### config.mk
export PLATFORM = sky130hd
export DESIGN_NAME = gfis_rem
export DESIGN_NICKNAME = d
export VERILOG_FILES = /design/src/rtl/gfis_pkg.sv /design/src/rtl/gfis_rem.sv
export SDC_FILE = /design/constraint.sdc
export NUM_CORES = 1
export LEC_CHECK = 0
export BUFFER_PORTS_ARGS = -buffer_cell sky130_fd_sc_hd__buf_4
export CAP_MARGIN = 20
export CORE_MARGIN = 1.5
export CORE_UTILIZATION = 50
export DETAILED_ROUTE_END_ITERATION = 10
export GPL_ROUTABILITY_DRIVEN = 0
export GPL_TIMING_DRIVEN = 0
export PLACE_DENSITY = 0.76
export SLEW_MARGIN = 20
export SYNTH_ARGS = -nofsm -noshare
export SYNTH_HDL_FRONTEND = slang
export SYNTH_SLANG_ARGS = --single-unit
### constraint.sdc
create_clock -name i_clk -period 4.08 [get_ports i_clk]
set_input_delay 0.204 -clock i_clk [delete_from_list [all_inputs] [get_ports i_clk]]
set_output_delay 0.204 -clock i_clk [all_outputs]
set_load 0.05 [all_outputs]
### src/rtl/gfis_pkg.sv
package gfis_pkg;

    localparam int TABLE_DEPTH_DEF  = 256;
    localparam int POLY_WIDTH_DEF   = 32;
    localparam int SEARCH_LIMIT_DEF = 16 * 16 * 16 * 16 * 16 * 16;

    localparam int VALUE_W = 32;
    localparam int COUNT_W = 9;

    localparam logic OP_LOAD = 1'b0;
    localparam logic OP_FIND = 1'b1;

    localparam logic [1:0] ST_OK   = 2'd0;
    localparam logic [1:0] ST_FULL = 2'd1;
    localparam logic [1:0] ST_NONE = 2'd2;

    typedef struct packed {
        logic               operation;
        logic [VALUE_W-1:0] load_value;
    } t_in_item;

    typedef struct packed {
        logic [VALUE_W-1:0] polynomial;
        logic               found;
        logic [1:0]         status;
        logic [COUNT_W-1:0] entry_count;
    } t_out_item;

    // Status of the bit-serial remainder unit.
    typedef struct packed {
        logic busy;
        logic done;
        logic zero;
    } t_rem_stat;

    typedef enum logic [1:0] {
        S_IDLE,
        S_CHECK,
        S_DIV,
        S_REPLY
    } t_state;

endpackage

### src/rtl/gfis_rem.sv
module gfis_rem #(
    parameter int POLY_WIDTH = gfis_pkg::POLY_WIDTH_DEF
) (
    input  logic                  i_clk,
    input  logic                  i_rst_n,
    input  logic                  i_start,
    input  logic [POLY_WIDTH-1:0] i_dividend,
    input  logic [POLY_WIDTH-1:0] i_divisor,
    output gfis_pkg::t_rem_stat   o_stat
);

    localparam int CNT_W = $clog2(POLY_WIDTH);

    logic                  r_busy, n_busy;
    logic                  r_done, n_done;
    logic [CNT_W-1:0]      r_cnt, n_cnt;
    logic [POLY_WIDTH-1:0] r_sh, n_sh;
    logic [POLY_WIDTH-1:0] r_rem, n_rem;
    logic [POLY_WIDTH-1:0] w_shifted;
    logic [POLY_WIDTH-1:0] w_reduced;

    // One dividend bit enters per cycle, MSB first. The shifted remainder
    // still holds the divisor's top bit exactly when xoring the divisor
    // makes it smaller; a zero divisor never reduces anything.
    assign w_shifted = {r_rem[POLY_WIDTH-2:0], r_sh[POLY_WIDTH-1]};
    assign w_reduced = w_shifted ^ i_divisor;

    always_comb begin
        n_busy = r_busy;
        n_done = 1'b0;
        n_cnt  = r_cnt;
        n_sh   = r_sh;
        n_rem  = r_rem;
        if (i_start) begin
            n_busy = 1'b1;
            n_cnt  = '0;
            n_sh   = i_dividend;
            n_rem  = '0;
        end else if (r_busy) begin
            n_sh  = {r_sh[POLY_WIDTH-2:0], 1'b0};
            n_rem = (w_reduced < w_shifted) ? w_reduced : w_shifted;
            n_cnt = r_cnt + 1'b1;
            if (r_cnt == CNT_W'(POLY_WIDTH - 1)) begin
                n_busy = 1'b0;
                n_done = 1'b1;
            end
        end
    end

    always_ff @(posedge i_clk) begin
        if (!i_rst_n) begin
            r_busy <= 1'b0;
            r_done <= 1'b0;
        end else begin
            r_busy <= n_busy;
            r_done <= n_done;
        end
        r_cnt <= n_cnt;
        r_sh  <= n_sh;
        r_rem <= n_rem;
    end

    assign o_stat.busy = r_busy;
    assign o_stat.done = r_done;
    assign o_stat.zero = (r_rem == '0);

endmodule

Yosys cells after proc, flatten, opt, wreduce, memory -nomap -nowiden:

Index checks and enable logic that the tools add are counted.

* add/subtract/negate cells: 1
* magnitude comparators: 1
* equal/unequal tests: 1
* mux-type cells: 7
* bitwise gates (word level): 3
* reduce and logical (&&, ||, !) cells: 3

Operators with widths (number)
* 32-bit two-way mux: 3
* 32-bit logical NOT: 1
* 32-bit less-than comparator: 1
* 32-bit bitwise XOR: 1
* 5-bit by 1-bit adder with 5-bit output (second input constant): 1
* 5-bit equality test (second input constant): 1
* 1-bit two-way mux: 4
* 3-bit OR reduction: 1
* 1-bit NOT: 2
* 2-bit nonzero test: 1

* register bits after elaboration: 71
* bits of input ports: 67
* logic and storage cells: 21

Depth between registers and ports, before layout:

Gate-level depths: netlist (run 1).

* depth in word-level cells: 4
* gate-level depth with buffers: 10
* depth with buffers taken out: 9

Worst setup path before layout (run 1):

No wires, ideal clock.

* path kind: flip-flop to flip-flop
* start: register r_rem[11]
* end: register r_rem[0]
* library setup time: 140 ps
* data arrival time: 2352 ps
* setup slack: 1588 ps
* stages on the path, launching flop included: 11
* cell sequence: dfxtp_1 inv_1 ha_1 xnor2_1 nor4_1 a2111oi_4 a2111oi_4 nor4_4 buf_6 mux2i_1 a211oi_2

* longest elaborated chain between the ends: 3

Ends and longest elaborated chain
* start, declared: line gfis_rem.sv:18 `logic [POLY_WIDTH-1:0] r_rem, n_rem;`
* start signal, assigned: line gfis_rem.sv:60 `r_rem <= n_rem;`
* 32-bit bitwise XOR: line gfis_rem.sv:26 `assign w_reduced = w_shifted ^ i_divisor;`
* 32-bit less-than comparator *: line gfis_rem.sv:41 `n_rem = (w_reduced < w_shifted) ? w_reduced : w_shifted;`
* 32-bit two-way mux *: line gfis_rem.sv:41

Mark *: on every way between the ends. The rest lies on a longest branch, timed or not.
A chain may end at the register's enable or synchronous reset.

Worst setup path in the final report (run 1):

* start: register r_rem[29]
* end: register r_rem[22]

Same word-level chain as after synthesis.

==> results of run 1 <==
worst paths after layout:
path                                 end  slack [ns]  cells past startpoint
setup / recovery  r_rem[22]$_SDFFE_PP0P_        1.15                     10
setup reg to reg  r_rem[22]$_SDFFE_PP0P_        1.15                     10
hold reg to reg   r_rem[31]$_SDFFE_PP0P_        0.50                      2
hold / removal         r_busy$_SDFF_PN0_        0.08                      2
per-stage QoR:
stage,utilization (%),hold slack (ns)
final,63.0,0.0785
after global routing,63.0,0.0645
after CTS,63.0,0.0716
after detailed placement,59.8,0.435
after global placement,59.8,0.415
after floorplan,-,0.322
power by group through the flow:
stage / registers (mW) / logic, mW / clock network, mW
2_1_floorplan: 0.840 / 0.215 / 0
3_3_place_gp: 0.849 / 0.313 / 0
3_5_place_dp: 0.850 / 0.323 / 0
4_1_cts: 0.834 / 0.324 / 0.701
5_1_grt: 0.840 / 0.352 / 0.732
6_report: 0.834 / 0.323 / 0.690
Yosys cell counts, types with 3 or more instances:
cell type  count
ha_1          18
nand4b_1       5
xnor2_1       22
nor2b_1        5
inv_1         25
dfxtp_1       39
mux2i_1       19
nor4_2         3
nor3b_1        3
nand2_1       17
nand4_1        5
mux2_2        31
clkbuf_1       8
a32oi_1        7
o211ai_1       8
edfxtp_1      32
nor3_1         5
o21ai_0        4
a211oi_1       7
nor2_1        16
xor2_1         4
a22o_1        15
o22ai_1        4
a21oi_1        6
buf_1          5
nor4_1        10
nand2b_1      11
nand3_1        5
state kept, by name, indices dropped and copies added, names as in the netlist:
| signal | cells |
|---|---|
| r_cnt | 5 |
| r_sh | 32 |
| r_done | 1 |
| r_rem | 32 |
| r_busy | 1 |
routing by layer:
layer | track usage [%] | wire length [um] | vias to the layer above | share of wire (%)
met5 | 0 | 0 | - | 0
li1 | - | - | 1501 | -
met4 | 5.26 | 93 | 0 | 1.1
met1 | 25.3 | 3820 | 1445 | 44
met3 | 7.55 | 607 | 10 | 6.9
met2 | 36.4 | 4240 | 87 | 48
logic make-up after synthesis:
family,count (synthesis)
flip-flops,71
XOR/XNOR,26
buffers and inverters,42
multiplexers,51
AND/OR/NAND/NOR,92
adder cells (fa/ha/maj),18
AO/OA/AOI/OAI,61
worst max-delay path: stages, from the launching register on:
cell and delay (ns):
dfxtp_1 0.37, inv_1 0.09, ha_1 0.30, xnor2_1 0.16, nor4_2 0.43, nand4_1 0.30
a2111oi_4 0.47, nor4_4 0.16, buf_6 0.21, mux2i_1 0.13, a22o_1 0.20
layout make-up:
type	instances	area share (%)
timing repair buffer	68	10.5
buffer	17	1.78
inverter	25	1.94
clock inverter	7	2.48
sequential	71	36.0
tap	102	2.64
multi-input combinational	248	42.1
clock buffer	9	2.56
==> out/metrics.csv, run 1 <==
stage,metric,value,unit
global_routing,antenna_found_initial,0,
cts,clk_pin_slew,0.08,ns
yosys,async_reset_ff_share,0,%
setup_path,crit_type,reg2reg,
pwr,clkPwrFrac,37.3,%
pwr,internal-power,1.37,mW
timing,fin_crit_sh,71.8,%
yosys,synth_compound_area_share,12.6,%
yosys,yosysUniqueCellTypes,44,
pwr,leakage,1.82,nW
timing,slew_headroom,48.1,%
layout,instances_no_fill,547,
timing,fmax,341,MHz
cts,clkLatencyLatePin,0.35,ns
cts,cts_hold_buf,0,
timing,finalSetupViolations,0,
yosys,synth_mux_area_share,13.9,%
timing,rsz0062_at_grt,no,
die,fp.coreArea,0.00769,sq mm
global_routing,grt_max_degree,39,
yosys,synth_ff_type,dfxtp_1,
global_routing,grt_util_all_layers,21.2,%
cts,post_cts_resize_count,0,
routing,first_pass_iters,4,
timing,setup_tns,0,ns
routing,vias,3043,
layout,fillers,619,
setup_path,startpoint,r_rem[29]$_SDFFE_PP0P_,
setup_path,worstSetupEndpointType,flop,
placement,pre_cts_ws,1.21,ns
die,die_h,92.0,um
cts,postCtsSetupBuffers,0,
timing,layout_min_cycle_time,2.93,ns
min_path,hold_start,i_rst_n,
die,ios,70,
yosys,synth_top_family_by_area,multiplexers,
pwr,combPwrFrac,17.5,%
pwr,p_seq_share,45.2,%
layout,antenna_cells,0,
layout,multiInputGateArea,0.00204,sq mm
cts,cts.sink_count,71,
pwr,swShare,25.7,%
setup_path,worstPathRequired,4.32,ns
yosys,yosys_register_bits,71,
pwr,p_switching,475,uW
status,status,"finished, final reports clean",
routing,drt-total-wl,8.75,mm
cts,cts_tree,built,
yosys,synth.avg_cell_area,11.0,sq um
setup_path,reg2reg_from,r_rem[29]$_SDFFE_PP0P_,
layout,mostFrequentLayoutCells,"buf_4 (70), dfxtp_1 (39), edfxtp_1 (32)",
routing,ant_nets,0,
layout,area_growth,22.3,%
placement,placed_area,0.00460,sq mm
routing,drtIter0Drc,130,
yosys,yosys.area.top_type_share,24.3,%
yosys,synthSimpleGateAreaFrac,13.5,%
layout,nets,525,
routing,post_drt_wl_per_cell,16.0,um
routing,viasPerCell,5.56,
global_routing,grt_pass1_vias,2991,
yosys,synthXorXnorAreaFrac,5.75,%
die,start_util,51.5,%
layout,fin_area,0.00484,sq mm
yosys,synth_cells,361,
timing,hold_viol,0,
cts,htree_levels,3,
yosys,syn_area,0.00396,sq mm
cts,clock-root-buffer,clkbuf_8,
placement,dp_hpwl,6.46,mm
setup_path,crit_fanout,10,
yosys,synth_top_area_cell,edfxtp_1,
timing,worst_slew_pin_slew,0.777,ns
min_path,hold_class,in2reg,
layout,final_common_cell,buf_4,
die,die_w,92.0,um
yosys,synth-edff-count,32,
placement,dp_cells,531,
setup_path,start_kind,flop,
timing,maxSlewViolCount,0,
pwr,total_power,1.85,mW
yosys,yosysSeqAreaShare,44.0,%
placement,io_buffers,68,
job,drv_cap,0,
layout,regArea,0.00174,sq mm
die,rows,32,
global_routing,globalRouteOverflowTotal,0,
pwr,p_per_area,381,mW/mm^2
setup_path,worstPathArrival,3.17,ns
cts,cts_buffers,9,
routing,drc_errors,0,
yosys,synth-adder-area-share,5.69,%
yosys,synthesis.nets,446,
cts,clock_path_buffers,2,
yosys,yosys_warnings,0,
timing,clock_skew,0.00681,ns
yosys,ys_top_cells_by_area,"edfxtp_1 (24%), dfxtp_1 (20%), mux2_2 (8.8%), ha_1 (5.7%), xnor2_1 (4.9%)",
timing,fin_ws,1.15,ns
global_routing,grt_pass1_wl,14.0,mm
pwr,irDropWorstVdd,0.000235,V
die,dieArea,0.00846,sq mm
layout,layout-drive-gt1-share,28.5,%
Note: power is estimated with default switching activity, not from simulation.
==> run 2: changes to the inputs <==
--- a/config.mk
+++ b/config.mk
@@ -5,6 +5,7 @@
 export SDC_FILE = /design/constraint.sdc
 export NUM_CORES = 1
 export LEC_CHECK = 0
+export ABC_AREA = 1
 export BUFFER_PORTS_ARGS = -buffer_cell sky130_fd_sc_hd__buf_4
 export CAP_MARGIN = 20
 export CORE_MARGIN = 1.5
@@ -12,7 +13,7 @@
 export DETAILED_ROUTE_END_ITERATION = 10
 export GPL_ROUTABILITY_DRIVEN = 0
 export GPL_TIMING_DRIVEN = 0
-export PLACE_DENSITY = 0.76
+export PLACE_DENSITY = 0.78
 export SLEW_MARGIN = 20
 export SYNTH_ARGS = -nofsm -noshare
 export SYNTH_HDL_FRONTEND = slang
==> constraint.sdc (replaced) <==
create_clock -name i_clk -period 2.47 [get_ports i_clk]
set_input_delay 0.1235 -clock i_clk [delete_from_list [all_inputs] [get_ports i_clk]]
set_output_delay 0.1235 -clock i_clk [all_outputs]
set_load 0.05 [all_outputs]
==> out/metrics.csv, run 2 <==
stage,metric,value,unit
timing,clock_skew,0.00818,ns
die,fp.coreArea,0.00813,sq mm
cts,postCtsSetupBuffers,0,
placement,dp_hpwl,7.09,mm
global_routing,antenna_found_initial,0,
die,die_w,94.2,um
layout,antenna_cells,0,
cts,cts_tree,built,
setup_path,crit_type,reg2reg,
pwr,p_switching,847,uW
layout,fin_util,61.3,%
routing,first_pass_iters,5,
routing,drt-total-wl,9.71,mm
cts,clock_path_buffers,2,
yosys,synth_compound_area_share,3.88,%
cts,htree_levels,3,
timing,slew_headroom,53.5,%
yosys,async_reset_ff_share,0,%
pwr,swShare,30.6,%
pwr,p_seq_share,49.9,%
yosys,syn_area,0.00416,sq mm
timing,fin_crit_sh,89.1,%
cts,cts.sink_count,71,
min_path,hold_class,in2reg,
pwr,clkPwrFrac,30.1,%
yosys,synthSimpleGateAreaFrac,39.1,%
yosys,synth_commonest_cells,"nand2_1 (275), nand3_1 (50), nor2_1 (50)",
timing,finalSetupViolations,0,
global_routing,grt_max_degree,35,
routing,viasPerCell,5.00,
yosys,yosysUniqueCellTypes,33,
yosys,yosys_warnings,0,
setup_path,crit_fanout,10,
cts,clock-root-buffer,clkbuf_8,
global_routing,globalRouteOverflowTotal,0,
job,drv_cap,0,
status,status,"finished, final reports clean",
yosys,synth_ff_type,dfxtp_1,
pwr,leakage,2.54,nW
pwr,combPwrFrac,20.0,%
global_routing,grt_pass1_wl,16.1,mm
timing,maxSlewViolCount,0,
die,die_h,94.2,um
pwr,internal-power,1.92,mW
global_routing,grt_util_all_layers,23.3,%
yosys,yosys.area.top_type_share,24.8,%
yosys,synthesis.nets,687,
global_routing,grt_pass1_vias,3689,
layout,nets,767,
yosys,synth_top_area_cell,nand2_1,
layout,instances_no_fill,792,
layout,final_common_cell,nand2_1,
yosys,ys_top_cells_by_area,"nand2_1 (25%), edfxtp_1 (23%), dfxtp_1 (19%), nand3_1 (6.0%), ha_1 (5.4%)",
cts,clkLatencyLatePin,0.36,ns
die,dieArea,0.00888,sq mm
layout,reg_top3,"r_rem (32), r_sh (32), r_cnt (5)",
cts,cts_buffers,9,
timing,rsz0062_at_grt,no,
setup_path,worstSetupEndpointType,flop,
die,rows,33,
setup_path,start_kind,flop,
yosys,yosysMostFrequentCell,nand2_1,
layout,mostFrequentLayoutCells,"nand2_1 (275), buf_4 (72), nor2_1 (50), nand3_1 (50), inv_1 (45)",
timing,fmax,455,MHz
die,ios,70,
yosys,synth_mux_area_share,0,%
yosys,yosys_register_bits,71,
die,start_util,51.2,%
yosys,yosysSeqAreaShare,41.8,%
routing,post_drt_wl_per_cell,12.3,um
setup_path,worstPathRequired,2.72,ns
routing,drc_errors,0,
cts,clk_pin_slew,0.08,ns
routing,ant_nets,0,
routing,vias,3961,
yosys,synth.avg_cell_area,6.91,sq um
timing,setup_tns,0,ns
pwr,p_per_area,555,mW/mm^2
timing,hold_viol,0,
routing,drtIter0Drc,198,
layout,layout-drive-gt1-share,15.4,%
layout,area_growth,19.8,%
layout,fillers,761,
placement,io_buffers,68,
yosys,synth_cells,602,
timing,worst_slew_pin_slew,0.697,ns
yosys,synth_top_family_by_area,simple AND/OR/NAND/NOR gates,
setup_path,worstPathArrival,2.45,ns
yosys,synthXorXnorAreaFrac,2.31,%
yosys,synth-adder-area-share,5.41,%
placement,dp_cells,775,
timing,layout_min_cycle_time,2.20,ns
yosys,synth-edff-count,32,
pwr,irDropWorstVdd,0.000370,V
## run 2: kinds of logic (layout without fill, tap and decap cells)
kind of cell | after synthesis | count (layout)
xor+xnor | 11 | 11
buf+inv | 74 | 159
simple gates | 399 | 399
flops | 71 | 71
fa+ha+maj | 18 | 18
compound gates | 29 | 29
## run 2: worst max-delay path, stage by stage, from the launching register on
cell     delay, ns
dfxtp_1       0.41
inv_1         0.08
ha_1          0.31
nand2_1       0.08
nand2_1       0.04
nor2_1        0.12
nand2_1       0.12
nor2_4        0.14
nand2_1       0.07
nor2_2        0.11
nand2_2       0.09
nand2_2       0.10
buf_4         0.20
nand2_1       0.07
nand3_1       0.08
nand2_1       0.07
## run 2: layout make-up
| cell class | count | area [sq um] | share of cell area, % |
|---|---|---|---|
| Tap cell | 105 | 131 | 2.63 |
| Sequential cell | 71 | 1740 | 34.9 |
| Buffer | 24 | 121 | 2.43 |
| Clock inverter | 7 | 50.0 | 1.00 |
| Multi-Input combinational cell | 457 | 2110 | 42.3 |
| Clock buffer | 9 | 124 | 2.48 |
| Timing Repair Buffer | 69 | 520 | 10.4 |
| Inverter | 50 | 188 | 3.76 |
## run 2: what timing repair did
item,in CTS,in global routing
hold endpoints to repair,0,1
resized for setup,0,0
hold buffers,0,1
## run 2: worst paths after layout
path,start,endpoint,slack [ns],cells past startpoint
setup / recovery,r_rem[29]$_SDFFE_PP0P_,r_rem[6]$_SDFFE_PP0P_,0.27,15
hold / removal,i_dividend[6],r_sh[6]$_DFFE_PP_,0.03,3
setup reg to reg,r_rem[29]$_SDFFE_PP0P_,r_rem[6]$_SDFFE_PP0P_,0.27,15
hold reg to reg,r_rem[31]$_SDFFE_PP0P_,r_rem[31]$_SDFFE_PP0P_,0.48,1
## run 2: stage by stage
step / hold slack [ns] / worst slack [ns] / cell area, sq um / total power [mW]
6_report: 0.0297 / 0.270 / 4990 / 2.77
2_1_floorplan: 0.242 / 0.597 / 4160 / 1.75
3_3_place_gp: 0.367 / 0.370 / 4800 / 1.94
5_1_grt: 0.0190 / 0.0693 / 4990 / 2.93
4_1_cts: 0.00359 / 0.259 / 4980 / 2.78
3_5_place_dp: 0.376 / 0.277 / 4800 / 1.96
## run 2: per-layer routing
metal | vias up | global-route usage (%) | wire length [um]
met1 | 1773 | 27.8 | 4170
met3 | 15 | 5.91 | 625
met5 | - | 0 | 0
met4 | 0 | 8.46 | 165
met2 | 106 | 40.2 | 4750
li1 | 2067 | - | -
## run 2: power groups by stage
stage | combinational (mW) | sequential (mW) | clock [mW]
final | 0.554 | 1.38 | 0.834
after detailed placement | 0.553 | 1.41 | 0
after global placement | 0.534 | 1.40 | 0
after floorplan | 0.359 | 1.39 | 0
after CTS | 0.555 | 1.38 | 0.848
after global routing | 0.628 | 1.39 | 0.909
==> run 3: changes to the inputs <==
--- a/config.mk
+++ b/config.mk
@@ -13,6 +13,7 @@
 export DETAILED_ROUTE_END_ITERATION = 10
 export GPL_ROUTABILITY_DRIVEN = 0
 export GPL_TIMING_DRIVEN = 0
+export HOLD_SLACK_MARGIN = 0.15
 export PLACE_DENSITY = 0.78
 export SLEW_MARGIN = 20
 export SYNTH_ARGS = -nofsm -noshare
==> out/metrics.csv, run 3 (synthesized netlist as in run 2, its figures left out) <==
stage,metric,value,unit
status,status,"finished, final reports clean",
setup_path,r2r-end,r_rem[6]$_SDFFE_PP0P_,
die,start_util,51.2,%
layout,fillers,690,
timing,clock_skew,0.0120,ns
placement,placed_area,0.00480,sq mm
min_path,hold_start,i_divisor[15],
min_path,whs_endpoint,r_rem[15]$_SDFFE_PP0P_,
layout,area_growth,27.8,%
cts,clock-root-buffer,clkbuf_8,
layout,regArea,0.00174,sq mm
die,rows,33,
timing,finalSetupViolations,0,
cts,clkLatencyLatePin,0.35,ns
pwr,leakage,2.67,nW
layout,reg_top3,"r_rem (32), r_sh (32), r_cnt (5)",
timing,worst_slew_pin_slew,0.717,ns
routing,vias,4117,
layout,final_common_cell,nand2_1,
global_routing,grt_pass1_vias,3984,
pwr,clkPwrFrac,29.7,%
setup_path,crit_type,reg2reg,
global_routing,grt_pass1_wl,17.6,mm
cts,postCtsSetupBuffers,0,
timing,setup_tns,0,ns
timing,slew_headroom,52.1,%
placement,io_buffers,68,
layout,multiInputGateArea,0.00211,sq mm
setup_path,worstPathArrival,2.46,ns
pwr,combPwrFrac,21.3,%
cts,clk_pin_slew,0.08,ns
layout,layout-drive-gt1-share,14.7,%
pwr,p_per_area,531,mW/mm^2
cts,htree_levels,3,
layout,mostFrequentLayoutCells,"nand2_1 (275), buf_4 (72), nor2_1 (50), nand3_1 (50), inv_1 (45)",
timing,holdWs,0.181,ns
setup_path,crit_fanout,10,
pwr,irDropWorstVdd,0.000419,V
routing,drc_errors,0,
global_routing,antenna_found_initial,0,
pwr,p_seq_share,48.9,%
global_routing,grt_max_degree,35,
timing,maxSlewViolCount,0,
setup_path,reg2reg_from,r_rem[29]$_SDFFE_PP0P_,
global_routing,globalRouteOverflowTotal,0,
placement,dp_hpwl,7.09,mm
pwr,total_power,2.82,mW
setup_path,worstSetupEndpointType,flop,
timing,fin_crit_sh,89.5,%
die,die_h,94.2,um
timing,layout_min_cycle_time,2.21,ns
min_path,whs_path_depth,6,
job,drv_cap,0,
min_path,hold_class,in2reg,
layout,fin_area,0.00532,sq mm
cts,cts.sink_count,71,
setup_path,worstPathRequired,2.71,ns
setup_path,reg2reg_depth,15,
timing,rsz0062_at_grt,no,
routing,drt-total-wl,10.6,mm
timing,hold_viol,0,
cts,cts_tree,built,
routing,viasPerCell,4.99,
pwr,p_switching,868,uW
die,dieArea,0.00888,sq mm
layout,nets,800,
setup_path,start_kind,flop,
routing,drtIter0Drc,205,
global_routing,grt_util_all_layers,25.5,%
die,ios,70,
pwr,internal-power,1.96,mW
cts,cts_buffers,9,
routing,post_drt_wl_per_cell,12.8,um
die,die_w,94.2,um
die,fp.coreArea,0.00813,sq mm
routing,ant_nets,0,
timing,fmax,452,MHz
routing,first_pass_iters,4,
setup_path,rrSetupSlack,0.26,ns
pwr,swShare,30.7,%
cts,clock_path_buffers,2,
layout,antenna_cells,0,
run 3: changes by cell type in the layout (fill, tap and decap cells not counted):
cell / previous run / this run
dlygate4sd3_1: 1 / 34
run 3: how the worst max path moves through the flow:
stage	start	end
after floorplan	r_rem[29]$_SDFFE_PP0P_	r_rem[0]$_SDFFE_PP0P_
after global placement	r_rem[29]$_SDFFE_PP0P_	r_rem[2]$_SDFFE_PP0P_
after detailed placement	r_rem[29]$_SDFFE_PP0P_	r_rem[6]$_SDFFE_PP0P_
after CTS	r_rem[29]$_SDFFE_PP0P_	r_rem[6]$_SDFFE_PP0P_
after global routing	r_rem[27]$_SDFFE_PP0P_	r_rem[6]$_SDFFE_PP0P_
final	r_rem[29]$_SDFFE_PP0P_	r_rem[6]$_SDFFE_PP0P_
run 3: metal layers:
| metal | track usage, % | up-vias | part of all wire, % |
|---|---|---|---|
| li1 | - | 2135 | - |
| met1 | 29.9 | 1861 | 43 |
| met2 | 45.1 | 108 | 50 |
| met3 | 6.07 | 13 | 5.5 |
| met4 | 8.71 | 0 | 1.5 |
| met5 | 0 | - | 0 |
run 3: cell type report:
type                            count  area share [%]
Clock inverter                      7           0.941
Buffer                             24            2.28
Timing Repair Buffer              102            16.0
Clock buffer                        9            2.33
Multi-Input combinational cell    457            39.7
Inverter                           50            3.53
Tap cell                          105            2.47
Sequential cell                    71            32.7
run 3: power by group through the flow:
stage | Combinational [mW] | Clock [mW] | Sequential, mW
6_report | 0.603 | 0.840 | 1.38
5_1_grt | 0.677 | 0.912 | 1.39
4_1_cts | 0.598 | 0.848 | 1.38
3_5_place_dp | 0.553 | 0 | 1.41
3_3_place_gp | 0.534 | 0 | 1.40
2_1_floorplan | 0.359 | 0 | 1.39
run 3: stage by stage:
stage / util (%) / std cells / worst slack (ns)
after floorplan: - / 602 / 0.597
after global placement: 59.1 / 775 / 0.370
after detailed placement: 59.1 / 775 / 0.277
after CTS: 65.4 / 825 / 0.259
after global routing: 65.4 / 825 / 0.0660
final: 65.4 / 825 / 0.259
run 3: what timing repair did:
action | 4_1_cts | 5_1_grt
hold buffers | 34 | 0
endpoints found under the hold margin | 35 | 0
resized for setup | 0 | 0
run 3: worst max-delay path, stage by stage (launching register included):
cell and delay (ns):
dfxtp_1 0.41, inv_1 0.08, ha_1 0.31, nand2_1 0.08
nand2_1 0.04, nor2_1 0.12, nand2_1 0.12, nor2_4 0.15
nand2_1 0.07, nor2_2 0.11, nand2_2 0.09, nand2_2 0.10
buf_4 0.20, nand2_1 0.07, nand3_1 0.08, nand2_1 0.07
